===== config.mk =====
export PLATFORM = sky130hd
export DESIGN_NAME = mriq_cell
export DESIGN_NICKNAME = d
export VERILOG_FILES = /design/src/design/memory_request_indexed_queue_top_macros.svh /design/src/design/mriq_pkg.sv /design/src/design/mriq_cell.sv
export SDC_FILE = /design/constraint.sdc
export NUM_CORES = 1
export LEC_CHECK = 0
export BUFFER_PORTS_ARGS = -buffer_cell sky130_fd_sc_hd__buf_2
export CAP_MARGIN = 20
export CORE_AREA = 2 2 260 262
export DETAILED_ROUTE_END_ITERATION = 10
export DIE_AREA = 0 0 262 264
export GPL_TIMING_DRIVEN = 1
export PLACE_DENSITY = 0.48
export SYNTH_ARGS = -nofsm -noshare
export SYNTH_HDL_FRONTEND = slang
export SYNTH_SLANG_ARGS = --single-unit

===== constraint.sdc =====
create_clock -name clk -period 8.27 [get_ports clk]
set_input_delay 1.654 -clock clk [delete_from_list [all_inputs] [get_ports clk]]
set_output_delay 1.654 -clock clk [all_outputs]
set_load 0.1 [all_outputs]

===== src/design/memory_request_indexed_queue_top_macros.svh =====
// Assertion macros shared by the request queue design files.
`ifndef MEMORY_REQUEST_INDEXED_QUEUE_TOP_MACROS_SVH
`define MEMORY_REQUEST_INDEXED_QUEUE_TOP_MACROS_SVH

`ifndef SYNTHESIS
// Same-cycle implication, disabled during reset.
`define MRIQ_ASSERT_IMPLIES(label, clk, rst, ante, cons) \
  label: assert property (@(posedge clk) disable iff (rst) (ante) |-> (cons)) \
    else $error("request queue assertion failed");
// Next-cycle implication, disabled during reset.
`define MRIQ_ASSERT_NEXT(label, clk, rst, ante, cons) \
  label: assert property (@(posedge clk) disable iff (rst) (ante) |=> (cons)) \
    else $error("request queue assertion failed");
`else
`define MRIQ_ASSERT_IMPLIES(label, clk, rst, ante, cons)
`define MRIQ_ASSERT_NEXT(label, clk, rst, ante, cons)
`endif

`endif


===== src/design/mriq_pkg.sv =====
// Types and constants shared by the request queue cells and control.
package mriq_pkg;

  // Fixed widths of the position input and the index/count output.
  localparam int POS_W = 5;
  localparam int WOC_W = 5;

  // Operation codes.
  localparam logic [3:0] OP_INS_AT    = 4'd0;
  localparam logic [3:0] OP_INS_HEAD  = 4'd1;
  localparam logic [3:0] OP_INS_TAIL  = 4'd2;
  localparam logic [3:0] OP_DEL_AT    = 4'd3;
  localparam logic [3:0] OP_DEL_HEAD  = 4'd4;
  localparam logic [3:0] OP_DEL_TAIL  = 4'd5;
  localparam logic [3:0] OP_REPL_AT   = 4'd6;
  localparam logic [3:0] OP_REPL_HEAD = 4'd7;
  localparam logic [3:0] OP_REPL_TAIL = 4'd8;
  localparam logic [3:0] OP_READ_AT   = 4'd9;
  localparam logic [3:0] OP_READ_HEAD = 4'd10;
  localparam logic [3:0] OP_READ_TAIL = 4'd11;
  localparam logic [3:0] OP_SEARCH    = 4'd12;

  // Result status codes.
  localparam logic [1:0] STATUS_OK        = 2'd0;
  localparam logic [1:0] STATUS_BAD       = 2'd1;
  localparam logic [1:0] STATUS_FULL      = 2'd2;
  localparam logic [1:0] STATUS_NOT_FOUND = 2'd3;

  // One stored memory request.
  typedef struct packed {
    logic [63:0] time_stamp;
    logic [3:0]  core;
    logic [1:0]  kind;
    logic [5:0]  byte_sel;
    logic [3:0]  col_low;
    logic        channel;
    logic [2:0]  bank_grp;
    logic [1:0]  bank;
    logic [5:0]  col_high;
    logic [15:0] row;
  } req_data_t;

  // Input transaction payload.
  typedef struct packed {
    logic [3:0]       op;
    logic [POS_W-1:0] position;
    logic [63:0]      req_time;
    logic [3:0]       req_core;
    logic [1:0]       req_kind;
    logic [5:0]       req_byte_sel;
    logic [3:0]       req_col_low;
    logic             req_channel;
    logic [2:0]       req_bank_group;
    logic [1:0]       req_bank;
    logic [5:0]       req_col_high;
    logic [15:0]      req_row;
  } req_item_t;

  // Result transaction payload.
  typedef struct packed {
    logic [1:0]       status;
    logic [WOC_W-1:0] where_or_count;
    logic [63:0]      out_time;
    logic [3:0]       out_core;
    logic [1:0]       out_kind;
    logic [5:0]       out_byte_sel;
    logic [3:0]       out_col_low;
    logic             out_channel;
    logic [2:0]       out_bank_group;
    logic [1:0]       out_bank;
    logic [5:0]       out_col_high;
    logic [15:0]      out_row;
  } rsp_item_t;

  // Update applied to the row of cells.
  typedef enum logic [1:0] {
    CELL_HOLD,
    CELL_INSERT,
    CELL_DELETE,
    CELL_WRITE
  } cell_op_t;

  // Control sent from the sequencer to every cell.
  typedef struct packed {
    cell_op_t op;
    logic     scan_match;
  } cell_ctrl_t;

  // Sequencer states.
  typedef enum logic [1:0] {
    ST_IDLE,
    ST_SCAN,
    ST_APPLY
  } mriq_state_t;

endpackage


===== src/design/mriq_cell.sv =====
// One queue cell: holds an entry, shifts with its neighbors and forwards the scan result.
module mriq_cell import mriq_pkg::*; #(
  parameter int DEPTH = 16,
  parameter int INDEX = 0
) (
  input  logic                         clk,
  input  cell_ctrl_t                   ctrl,
  input  logic [((($clog2(DEPTH+1)) > POS_W) ? $clog2(DEPTH+1) : POS_W)-1:0] pos,
  input  logic [$clog2(DEPTH+1)-1:0]   occ,
  input  req_data_t                    key,
  input  req_data_t                    left_entry,
  input  req_data_t                    right_entry,
  output req_data_t                    entry,
  input  logic                         carry_in_found,
  input  logic [$clog2(DEPTH)-1:0]     carry_in_idx,
  input  req_data_t                    carry_in_data,
  output logic                         carry_found,
  output logic [$clog2(DEPTH)-1:0]     carry_idx,
  output req_data_t                    carry_data
);

  localparam int IW = $clog2(DEPTH);
  localparam int CW = $clog2(DEPTH + 1);
  localparam int PW = (CW > POS_W) ? CW : POS_W;
  localparam logic [PW-1:0] MY_POS = PW'(INDEX);
  localparam logic [IW-1:0] MY_IDX = IW'(INDEX);

  req_data_t entry_next;
  logic      hit;

  // A cell hits on a full-request match inside the queue, or on its position.
  always_comb begin
    if (ctrl.scan_match) begin
      hit = (entry == key) & (MY_POS < PW'(occ));
    end else begin
      hit = (pos == MY_POS);
    end
  end

  // The scan result moves one cell toward the head per cycle; the lowest hit wins.
  always_ff @(posedge clk) begin
    if (hit) begin
      carry_found <= 1'b1;
      carry_idx   <= MY_IDX;
      carry_data  <= entry;
    end else begin
      carry_found <= carry_in_found;
      carry_idx   <= carry_in_idx;
      carry_data  <= carry_in_data;
    end
  end

  // Entry update: open a gap on insert, collapse on delete, overwrite on replace.
  always_comb begin
    entry_next = entry;
    unique case (ctrl.op)
      CELL_HOLD: begin
        entry_next = entry;
      end
      CELL_INSERT: begin
        if (MY_POS > pos) begin
          entry_next = left_entry;
        end else if (MY_POS == pos) begin
          entry_next = key;
        end
      end
      CELL_DELETE: begin
        if (MY_POS >= pos) begin
          entry_next = right_entry;
        end
      end
      CELL_WRITE: begin
        if (MY_POS == pos) begin
          entry_next = key;
        end
      end
      default: begin
        entry_next = entry;
      end
    endcase
  end

  always_ff @(posedge clk) begin
    entry <= entry_next;
  end

endmodule


==> results of run 1 <==
layout by cell type, fill, tap and decap left out, drive strengths merged, types with 3 or more instances in the layout:
master   Yosys  final
inv         22     22
o22ai        4      4
o221ai       3      3
and2         4      4
clkbuf      27     47
dfxtp      113    113
mux2       108    108
clkinv       0      5
mux2i      108    108
a2111o       6      6
nand2b      17     17
diode        0      6
nand2      109    109
nor2b       20     20
edfxtp     108    108
nand4       15     15
nor4        14     14
o21ai      108    108
o2111ai      6      6
a22o         3      3
xnor2       49     49
xor2        23     23
buf         20    573
through the flow:
step | hold slack [ns] | worst slack [ns] | power, uW | area [um2] | cells
CTS | 0.5687 | 2.562 | 3672 | 15170 | 2351
floorplan | 1.201 | 2.450 | 2039 | 10430 | 898
finish | 0.5623 | 2.902 | 3605 | 15190 | 2357
detailed placement | 0.5506 | 1.919 | 2334 | 14190 | 2297
global placement | 0.5444 | 2.036 | 2327 | 14190 | 2297
global route | 0.5976 | 2.497 | 3740 | 15180 | 2354
worst reg2reg max path: stages (launching register included):
cell and delay (ns):
edfxtp_1 0.45, xnor2_1 0.51, nand4_1 0.45, nor4_1 0.60, nand4_1 0.25, nor4_1 0.71, nor2_4 0.02, buf_4 0.32
buf_4 0.53, mux2_1 0.73
sequential cells by signal, indices dropped and copies added, names as in the netlist:
register and cells:
carry_data 108, entry 108, carry_idx 4, carry_found 1
cells by family (layout without fill, tap and decap cells):
logic type	after synthesis	in the layout	synth area share
DFF	221	221	0.5280
other	0	6	0
and+or+nand+nor	186	186	0.08495
muxes	216	216	0.2203
buffers and inverters	69	649	0.03228
AOI/OAI and AO/OA	134	134	0.07403
xor gates and xnor gates	72	72	0.06047
worst max-delay path by stage:
stage,startpoint,end,slack (ns)
floorplan,pos[3],entry[0],2.45
global placement,key[8],carry_data[52],2.04
detailed placement,key[8],carry_data[52],1.92
CTS,key[8],carry_data[52],2.56
global route,key[8],carry_data[52],2.50
finish,key[13],carry_data[52],2.90
layer usage:
metal	vias to the layer above	track usage	wire, um
met5	-	0	67
met4	10	0.03680	1115
met3	71	0.03617	3825
met2	399	0.2479	24960
met1	4370	0.1584	19950
li1	4357	-	-
where the power goes:
group | switching, uW | leakage, uW | internal (uW)
registers | 81.0 | 0.00203 | 1240
clock network | 522 | 0.000480 | 788
logic | 766 | 0.00371 | 203
total | 1370 | 0.00622 | 2240
layout make-up:
| cell class | count | share of cell area |
|---|---|---|
| Timing Repair Buffer | 573 | 0.1904 |
| Tap cell | 873 | 0.07191 |
| Inverter | 22 | 0.005437 |
| Sequential cell | 221 | 0.3624 |
| Clock inverter | 7 | 0.004366 |
| Clock buffer | 47 | 0.06054 |
| Antenna cell | 6 | 0.0009885 |
| Multi-Input combinational cell | 608 | 0.3039 |
==> flow_metrics.tcl, run 1 <==
set metrics [dict create \
    numCtsBuffers 30 \
    ctsResizeCount 0 \
    antenna_found_initial 14 \
    worst_pin_slew_ns 0.9973 \
    cpLargestDelayFamily "simple AND/OR/NAND/NOR gates" \
    multi_input_area_um2 4616 \
    ys.flop_type "dfxtp_1" \
    gr-usage-all-layers 0.1373 \
    nFillCells 7339 \
    synthCells 898 \
    drive_gt1_frac 0.4411 \
    path_depth 10 \
    path_clk_slew_ns 0.06 \
    grt_max_degree 90 \
    nets 1907 \
    worstSetupPathType "in2reg" \
    syn_avg_cell_area_um2 11.61 \
    routed_via_density 3.906 \
    area_growth_pct 45.67 \
    ys_ff_latch 221 \
    setup_viol 0 \
    register_area_um2 5505 \
    status "finished, final reports clean" \
    slew_viol_final 0 \
    peakVddDrop_uv 141.3 \
    clock_path_buffers 3 \
    synth.net_count 1349 \
    grt.overflow.total 0 \
    cts_tree "done" \
    ios 672 \
    die_h_um 264 \
    finish.utilization 0.2282 \
    ys_top_cells_by_count "113 x dfxtp_1, 109 x nand2_1, 108 x edfxtp_1, 108 x mux2i_1, 108 x o21ai_0" \
    async_flop_share 0 \
    powerDensity_nw_per_um2 237.4 \
    r2r-end "carry_data[52]" \
    num_rows 95 \
    synth_edf_count 108 \
    synth_area_leaders "edfxtp_1 31%, dfxtp_1 22%, mux2i_1 10%" \
    grt_pass1_wl_mm 68.74 \
    yosysSeqAreaShare 0.5280 \
    cts-root-buf "clkbuf_16" \
    cp_slowest_cell "nor4_1" \
    synth_top_area_frac 0.3110 \
    gp_congestion 0.8308 \
    grt_pass1_vias 9666 \
    startpoint_type "primary input" \
    p_leak_uw 0.006219 \
    max_stage_delay_ns 0.71 \
    port_buffers 563 \
    hpwl_mm 40.42 \
    synthesis.area_um2 10430 \
    min_path_type "reg2reg" \
    yosysMostFrequentCell "dfxtp_1" \
    endpoint_kind "flop" \
    vias 9207 \
    critPathMaxFanout 63 \
    synthDistinctLibCells 32 \
    rr_worst_depth 9 \
    dr.pass1.iters 4 \
    crit_buf_inv 3 \
    period_minus_slack_ns 5.368 \
    clkSinkCount 221 \
    min_from "entry[99]" \
    crit_required_ns 8.72 \
    fin_crit_sh 0.6491 \
    clock_latency_ns 0.59 \
    finalHoldViolations 0 \
    dieArea_um2 69170 \
    yosysWarningCount 0 \
    synth_top_area_cell "edfxtp_1" \
    postRouteAntennaNets 0 \
    core_um2 66560 \
    grt_setup_unrepaired "false" \
    rrSetupSlack_ns 3.58 \
    critical_path_arrival_ns 5.82 \
    holdPathEnd "carry_data[99]" \
    initial_core_util 0.1567 \
    drc 0 \
    post-cts-setup-buffer-count 0 \
    finalClockSkew_ns 0.02265 \
    cp_cell_sequence "buf_2 > xnor2_1 > nand4_1 > nor4_1 > nand4_1 > nor4_1 > nor2_4 > buf_4 > buf_4 > mux2_1" \
    die_w_um 262 \
    fmax_mhz 186.3 \
    max_cap_viol_count 0 \
    wirelength_mm 49.91 \
    cts_htree_levels 1 \
    tns_ns 0 \
    drt-initial-drc-count 490 \
    hold_buffers 0 \
    reg2reg_from "entry[13]" \
    wl_per_cell_um 21.18 \
    hold_path_depth 1 \
    slew_headroom 0.3351 \
]
No activity file was read; power rests on OpenSTA's default activity.
==> run 2: changes to the inputs <==
--- a/config.mk
+++ b/config.mk
@@ -7,11 +7,11 @@
 export LEC_CHECK = 0
 export BUFFER_PORTS_ARGS = -buffer_cell sky130_fd_sc_hd__buf_2
 export CAP_MARGIN = 20
-export CORE_AREA = 2 2 260 262
+export CORE_AREA = 2 2 258 260
 export DETAILED_ROUTE_END_ITERATION = 10
-export DIE_AREA = 0 0 262 264
+export DIE_AREA = 0 0 260 262
 export GPL_TIMING_DRIVEN = 1
-export PLACE_DENSITY = 0.48
+export PLACE_DENSITY = 0.5
 export SYNTH_ARGS = -nofsm -noshare
 export SYNTH_HDL_FRONTEND = slang
 export SYNTH_SLANG_ARGS = --single-unit
==> constraint.sdc (replaced) <==
create_clock -name clk -period 4.4 [get_ports clk]
set_input_delay 0.88 -clock clk [delete_from_list [all_inputs] [get_ports clk]]
set_output_delay 0.88 -clock clk [all_outputs]
set_load 0.1 [all_outputs]
==> run 2 against run 1 <==
  * Total power up 90%
  * Final cell count up 0.21%
  * Non-clock buffer count up 10
  * Sequential share of layout area down 0.47 points
  * Clock power up 92%
  * Register-to-register slack worse by 2.6 ns
  * Hold slack worse by 0.059 ns
==> flow_metrics.tcl, run 2 (synthesis gave the netlist of run 1 again) <==
set metrics [dict create \
    worstSetupPathType "reg2reg" \
    dr.pass1.iters 5 \
    final_area_um2 15390 \
    multi_input_area_um2 4616 \
    status "finished, final reports clean" \
    dpl.cell_count 2298 \
    stdcell_count 2362 \
    worstSetupStartpoint "entry[13]" \
    period_minus_slack_ns 3.405 \
    path_clk_slew_ns 0.06 \
    powerDensity_nw_per_um2 444.7 \
    num_rows 94 \
    routed_via_density 3.894 \
    gr-usage-all-layers 0.1380 \
    initial_core_util 0.1597 \
    wirelength_mm 49.69 \
    clkSinkCount 221 \
    numCtsBuffers 29 \
    slew_viol_final 0 \
    ctsResizeCount 0 \
    slew_headroom 0.5560 \
    fin_crit_sh 0.7739 \
    grt.overflow.total 0 \
    final_cell_mix "563 x buf_2, 113 x dfxtp_1, 109 x nand2_1" \
    peakVddDrop_uv 311.5 \
    reg2reg_from "entry[13]" \
    drive_gt1_frac 0.4465 \
    hold_buffers 0 \
    rrSetupSlack_ns 1.0 \
    r2r-end "carry_data[38]" \
    gp_congestion 0.8457 \
    core_um2 65280 \
    critical_path_arrival_ns 3.85 \
    grt-busiest-layer "met2" \
    post-cts-setup-buffer-count 0 \
    hold_ws_ns 0.5034 \
    cp-endpoint "carry_data[38]" \
    nets 1916 \
    die_h_um 262 \
    critPathMaxFanout 55 \
    grt_pass1_vias 9447 \
    tns_ns 0 \
    cts_htree_levels 1 \
    die_w_um 260 \
    drc 0 \
    startpoint_type "flop" \
    area_growth_pct 47.59 \
    register_area_um2 5505 \
    min_path_type "in2reg" \
    grt_max_degree 124 \
    clock_path_buffers 3 \
    finalClockSkew_ns 0.02221 \
    use_met2 0.2457 \
    layout_commonest_cell "buf_2" \
    antenna_found_initial 23 \
    grt_use_met3 0.04408 \
    nFillCells 7088 \
    hpwl_mm 41.10 \
    fmax_mhz 293.7 \
    dieArea_um2 68120 \
    p_leak_uw 0.006313 \
    endpoint_kind "flop" \
    setup_viol 0 \
    max_cap_viol_count 0 \
    finalHoldViolations 0 \
    grt_setup_unrepaired "false" \
    clock_latency_ns 0.58 \
    wl_per_cell_um 21.04 \
    cts-root-buf "clkbuf_16" \
    crit_required_ns 4.85 \
    cts_tree "done" \
    totalPowerFinal_uw 6844 \
    vias 9197 \
    use_met1 0.1581 \
    rr_worst_depth 9 \
    ios 672 \
    drt-initial-drc-count 487 \
    grt_pass1_wl_mm 67.24 \
    top_regs "carry_data x108, entry x108, carry_idx x4" \
    postRouteAntennaNets 0 \
    post_dp_cell_area_um2 14350 \
    port_buffers 563 \
    worst_pin_slew_ns 0.6598 \
]
run 2: power breakdown:
part	total, uW	switching [uW]	internal [uW]
Sequential	2490	154	2340
Clock	2520	983	1530
Combinational	1840	1440	397
run 2: final cells by class:
type,count,area share
Multi-Input combinational cell,608,0.2999
Tap cell,864,0.07024
Sequential cell,221,0.3577
Clock buffer,44,0.05894
Clock inverter,9,0.006667
Inverter,22,0.005366
Timing Repair Buffer,583,0.1993
Antenna cell,11,0.001789
run 2: how the worst min path moves through the flow:
stage | start | endpoint | slack (ns) | depth (start not counted)
floorplan | carry_in_found | carry_found | 0.98 | 1
global placement | entry[37] | carry_data[37] | 0.54 | 1
detailed placement | entry[81] | carry_data[81] | 0.55 | 1
CTS | carry_in_found | carry_found | 0.46 | 2
global route | carry_in_found | carry_found | 0.47 | 2
finish | carry_in_found | carry_found | 0.50 | 2
run 2: metal layers:
| layer | up-vias | part of all wire | routed length [um] |
|---|---|---|---|
| met1 | 4310 | 0.39 | 19200 |
| met2 | 405 | 0.50 | 24910 |
| met5 | - | 0.0021 | 104 |
| met3 | 80 | 0.083 | 4118 |
| met4 | 16 | 0.027 | 1352 |
| li1 | 4386 | - | - |
run 2: stage by stage:
step	worst slack [ns]	utilization
floorplan	0.2951	-
global placement	0.4609	0.2199
detailed placement	0.4048	0.2199
CTS	0.8572	0.2353
global route	0.7346	0.2354
finish	0.9951	0.2358
run 2: critical path, cell delays in order, from the launching register on:
cell,delay (ns)
edfxtp_1,0.47
xnor2_1,0.19
buf_4,0.16
nand4_1,0.30
nor4_1,0.61
nand4_1,0.16
nor4_1,0.59
nor2_4,0.09
buf_12,0.21
mux2_1,0.42
==> run 3: changes to the inputs <==
--- a/config.mk
+++ b/config.mk
@@ -5,13 +5,14 @@
 export SDC_FILE = /design/constraint.sdc
 export NUM_CORES = 1
 export LEC_CHECK = 0
+export ABC_AREA = 1
 export BUFFER_PORTS_ARGS = -buffer_cell sky130_fd_sc_hd__buf_2
 export CAP_MARGIN = 20
 export CORE_AREA = 2 2 258 260
 export DETAILED_ROUTE_END_ITERATION = 10
 export DIE_AREA = 0 0 260 262
 export GPL_TIMING_DRIVEN = 1
-export PLACE_DENSITY = 0.5
+export PLACE_DENSITY = 0.51
 export SYNTH_ARGS = -nofsm -noshare
 export SYNTH_HDL_FRONTEND = slang
 export SYNTH_SLANG_ARGS = --single-unit
==> constraint.sdc (replaced) <==
create_clock -name clk -period 2.74 [get_ports clk]
set_input_delay 0.548 -clock clk [delete_from_list [all_inputs] [get_ports clk]]
set_output_delay 0.548 -clock clk [all_outputs]
set_load 0.1 [all_outputs]
==> run 3 against run 2 <==
  * Clock power up 56%
  * Cell area up 6.3%
  * Critical path depth up 5
  * Final cell count up 28%
  * Via count up 31%
  * Sequential power up 59%
  * Total power up 61%
  * Worst setup slack worse by 0.68 ns
  * Fmax up 40%
  * Synthesized area up 8.7%
  * Hold slack worse by 0.34 ns
  * Die area unchanged
  * Critical path type unchanged
  * Largest power group is now sequential cells
==> flow_metrics.tcl, run 3 <==
set metrics [dict create \
    finalClockSkew_ns 0.03393 \
    cp_slowest_cell "edfxtp_1" \
    hold_buffers 0 \
    async_flop_share 0 \
    die_h_um 262 \
    status "finished, final reports clean" \
    grt.overflow.total 0 \
    cp_cell_sequence "inv_1 > nand2_1 > nand2_1 > nand2_1 > nor2_1 > nand2_1 > nor2_1 > nand2_1 > nor2_1 > nand2_4 > nand2_4 > buf_12 > nand2_1 > nand2_1" \
    synth_edf_count 108 \
    slew_headroom 0.5237 \
    max_cap_viol_count 0 \
    yosysSeqAreaShare 0.4855 \
    endpoint_kind "flop" \
    final_area_um2 16350 \
    dieArea_um2 68120 \
    post_dp_cell_area_um2 15360 \
    fin_crit_sh 0.8849 \
    gr-usage-all-layers 0.1469 \
    startpoint_type "flop" \
    routed_via_density 4.003 \
    layout_commonest_cell "nand2_1" \
    max_stage_delay_ns 0.50 \
    ys_ff_latch 221 \
    drive_gt1_frac 0.3154 \
    area_growth_pct 44.21 \
    critical_path_arrival_ns 2.95 \
    crit_required_ns 3.27 \
    powerDensity_nw_per_um2 673.3 \
    grt_max_degree 91 \
    initial_core_util 0.1737 \
    cpLargestDelayFamily "simple AND/OR/NAND/NOR gates" \
    yosysMostFrequentCell "nand2_1" \
    final_cell_mix "621 x nand2_1, 563 x buf_2, 149 x inv_1, 145 x o21ai_0, 113 x dfxtp_1" \
    p_leak_uw 0.008306 \
    worstSetupPathType "reg2reg" \
    syn_avg_cell_area_um2 7.214 \
    critPathMaxFanout 48 \
    fmax_mhz 412.5 \
    hold_ws_ns 0.1663 \
    setup_viol 0 \
    clock_latency_ns 0.59 \
    drc 0 \
    totalPowerFinal_uw 11010 \
    num_rows 94 \
    ctsResizeCount 0 \
    post-cts-setup-buffer-count 0 \
    clock_path_buffers 3 \
    worst_pin_slew_ns 0.7144 \
    vias 12060 \
    grt_pass1_vias 11390 \
    port_buffers 563 \
    cts_htree_levels 1 \
    period_minus_slack_ns 2.424 \
    synth_top_area_cell "edfxtp_1" \
    grt_pass1_wl_mm 74.30 \
    finalHoldViolations 0 \
    drt-initial-drc-count 670 \
    antenna_found_initial 15 \
    synth_area_leaders "edfxtp_1 29%, nand2_1 21%, dfxtp_1 20%" \
    min_path_type "in2reg" \
    reg2reg_from "entry[98]" \
    min_from "carry_in_found" \
    ys_top_cells_by_count "624 x nand2_1, 150 x inv_1, 145 x o21ai_0" \
    yosysWarningCount 0 \
    slew_viol_final 0 \
    numCtsBuffers 30 \
    ios 672 \
    cts-root-buf "clkbuf_16" \
    wirelength_mm 52.75 \
    clkSinkCount 221 \
    synth_top_area_frac 0.2860 \
    grt_setup_unrepaired "false" \
    wl_per_cell_um 17.51 \
    nets 2570 \
    dr.pass1.iters 5 \
    gp_congestion 0.8054 \
    postRouteAntennaNets 0 \
    path_clk_slew_ns 0.06 \
    synthDistinctLibCells 24 \
    crit_buf_inv 2 \
    hpwl_mm 40.72 \
    worstSetupStartpoint "entry[98]" \
    cts_tree "done" \
    synth.net_count 2023 \
    rrSetupSlack_ns 0.32 \
    peakVddDrop_uv 475.0 \
    die_w_um 260 \
    ys.flop_type "dfxtp_1" \
    top_regs "carry_data x108, entry x108, carry_idx x4" \
    synthesis.area_um2 11340 \
    core_um2 65280 \
    synthCells 1572 \
    crit_top_cell "nand2_1" \
]
==> run 3: changes by cell type after synthesis, sizes merged, moves of 15 or more <==
cell / previous run / this run
xnor2: 49 / 34
clkbuf: 27 / 56
a21oi: 0 / 75
nand2b: 17 / 0
inv: 22 / 164
nor2: 2 / 50
mux2: 108 / 0
o21ai: 108 / 145
nor3: 2 / 37
nand2: 109 / 624
mux2i: 108 / 0
xor2: 23 / 6
nor2b: 20 / 0
nand3: 0 / 111
==> run 3: cell families after synthesis <==
kind of cell / Yosys count / share of synthesized area
and+or+nand+nor: 834 / 0.2952
buffers and inverters: 254 / 0.08959
DFF: 221 / 0.4855
AOI/OAI and AO/OA: 223 / 0.09886
xor gates and xnor gates: 40 / 0.03090
==> run 3: power by group <==
| part | leakage, uW | switching (uW) | internal (uW) |
|---|---|---|---|
| Sequential | 0.00201 | 196 | 3760 |
| Combinational | 0.00581 | 2460 | 665 |
| Clock | 0.000485 | 1650 | 2280 |
==> run 3: path summary, 6_finish.rpt <==
check | cells past startpoint | end
setup / recovery | 14 | carry_data[52]
hold reg to reg | 2 | carry_data[51]
setup reg to reg | 14 | carry_data[52]
hold / removal | 2 | carry_found
==> run 3: cell type report <==
type	count	area [um2]
clock inverters	15	130.1
well taps	864	1081
inverters	168	630.6
fillers	7344	48920
diodes	5	12.51
repair buffers	601	3253
flip-flops and latches	221	5505
clock buffers	41	853.3
multi-input cells	1097	4887
==> run 3: per-stage QoR <==
| stage | cells | TNS (ns) | utilization | worst slack, ns |
|---|---|---|---|---|
| after floorplan | 1572 | -45.56 | - | -0.4218 |
| after global placement | 2951 | 0 | 0.2353 | 0.1013 |
| after detailed placement | 2951 | 0 | 0.2353 | 0.06420 |
| after CTS | 3007 | 0 | 0.2503 | 0.2288 |
| after global routing | 3010 | 0 | 0.2505 | 0.1076 |
| final | 3012 | 0 | 0.2505 | 0.3155 |
==> run 3: layer usage <==
layer	global-route usage	vias to the layer above	share of wire
met5	0	-	0.0018
met4	0.04470	14	0.025
met3	0.04099	76	0.085
met2	0.2447	451	0.47
met1	0.1841	5406	0.42
li1	-	6111	-
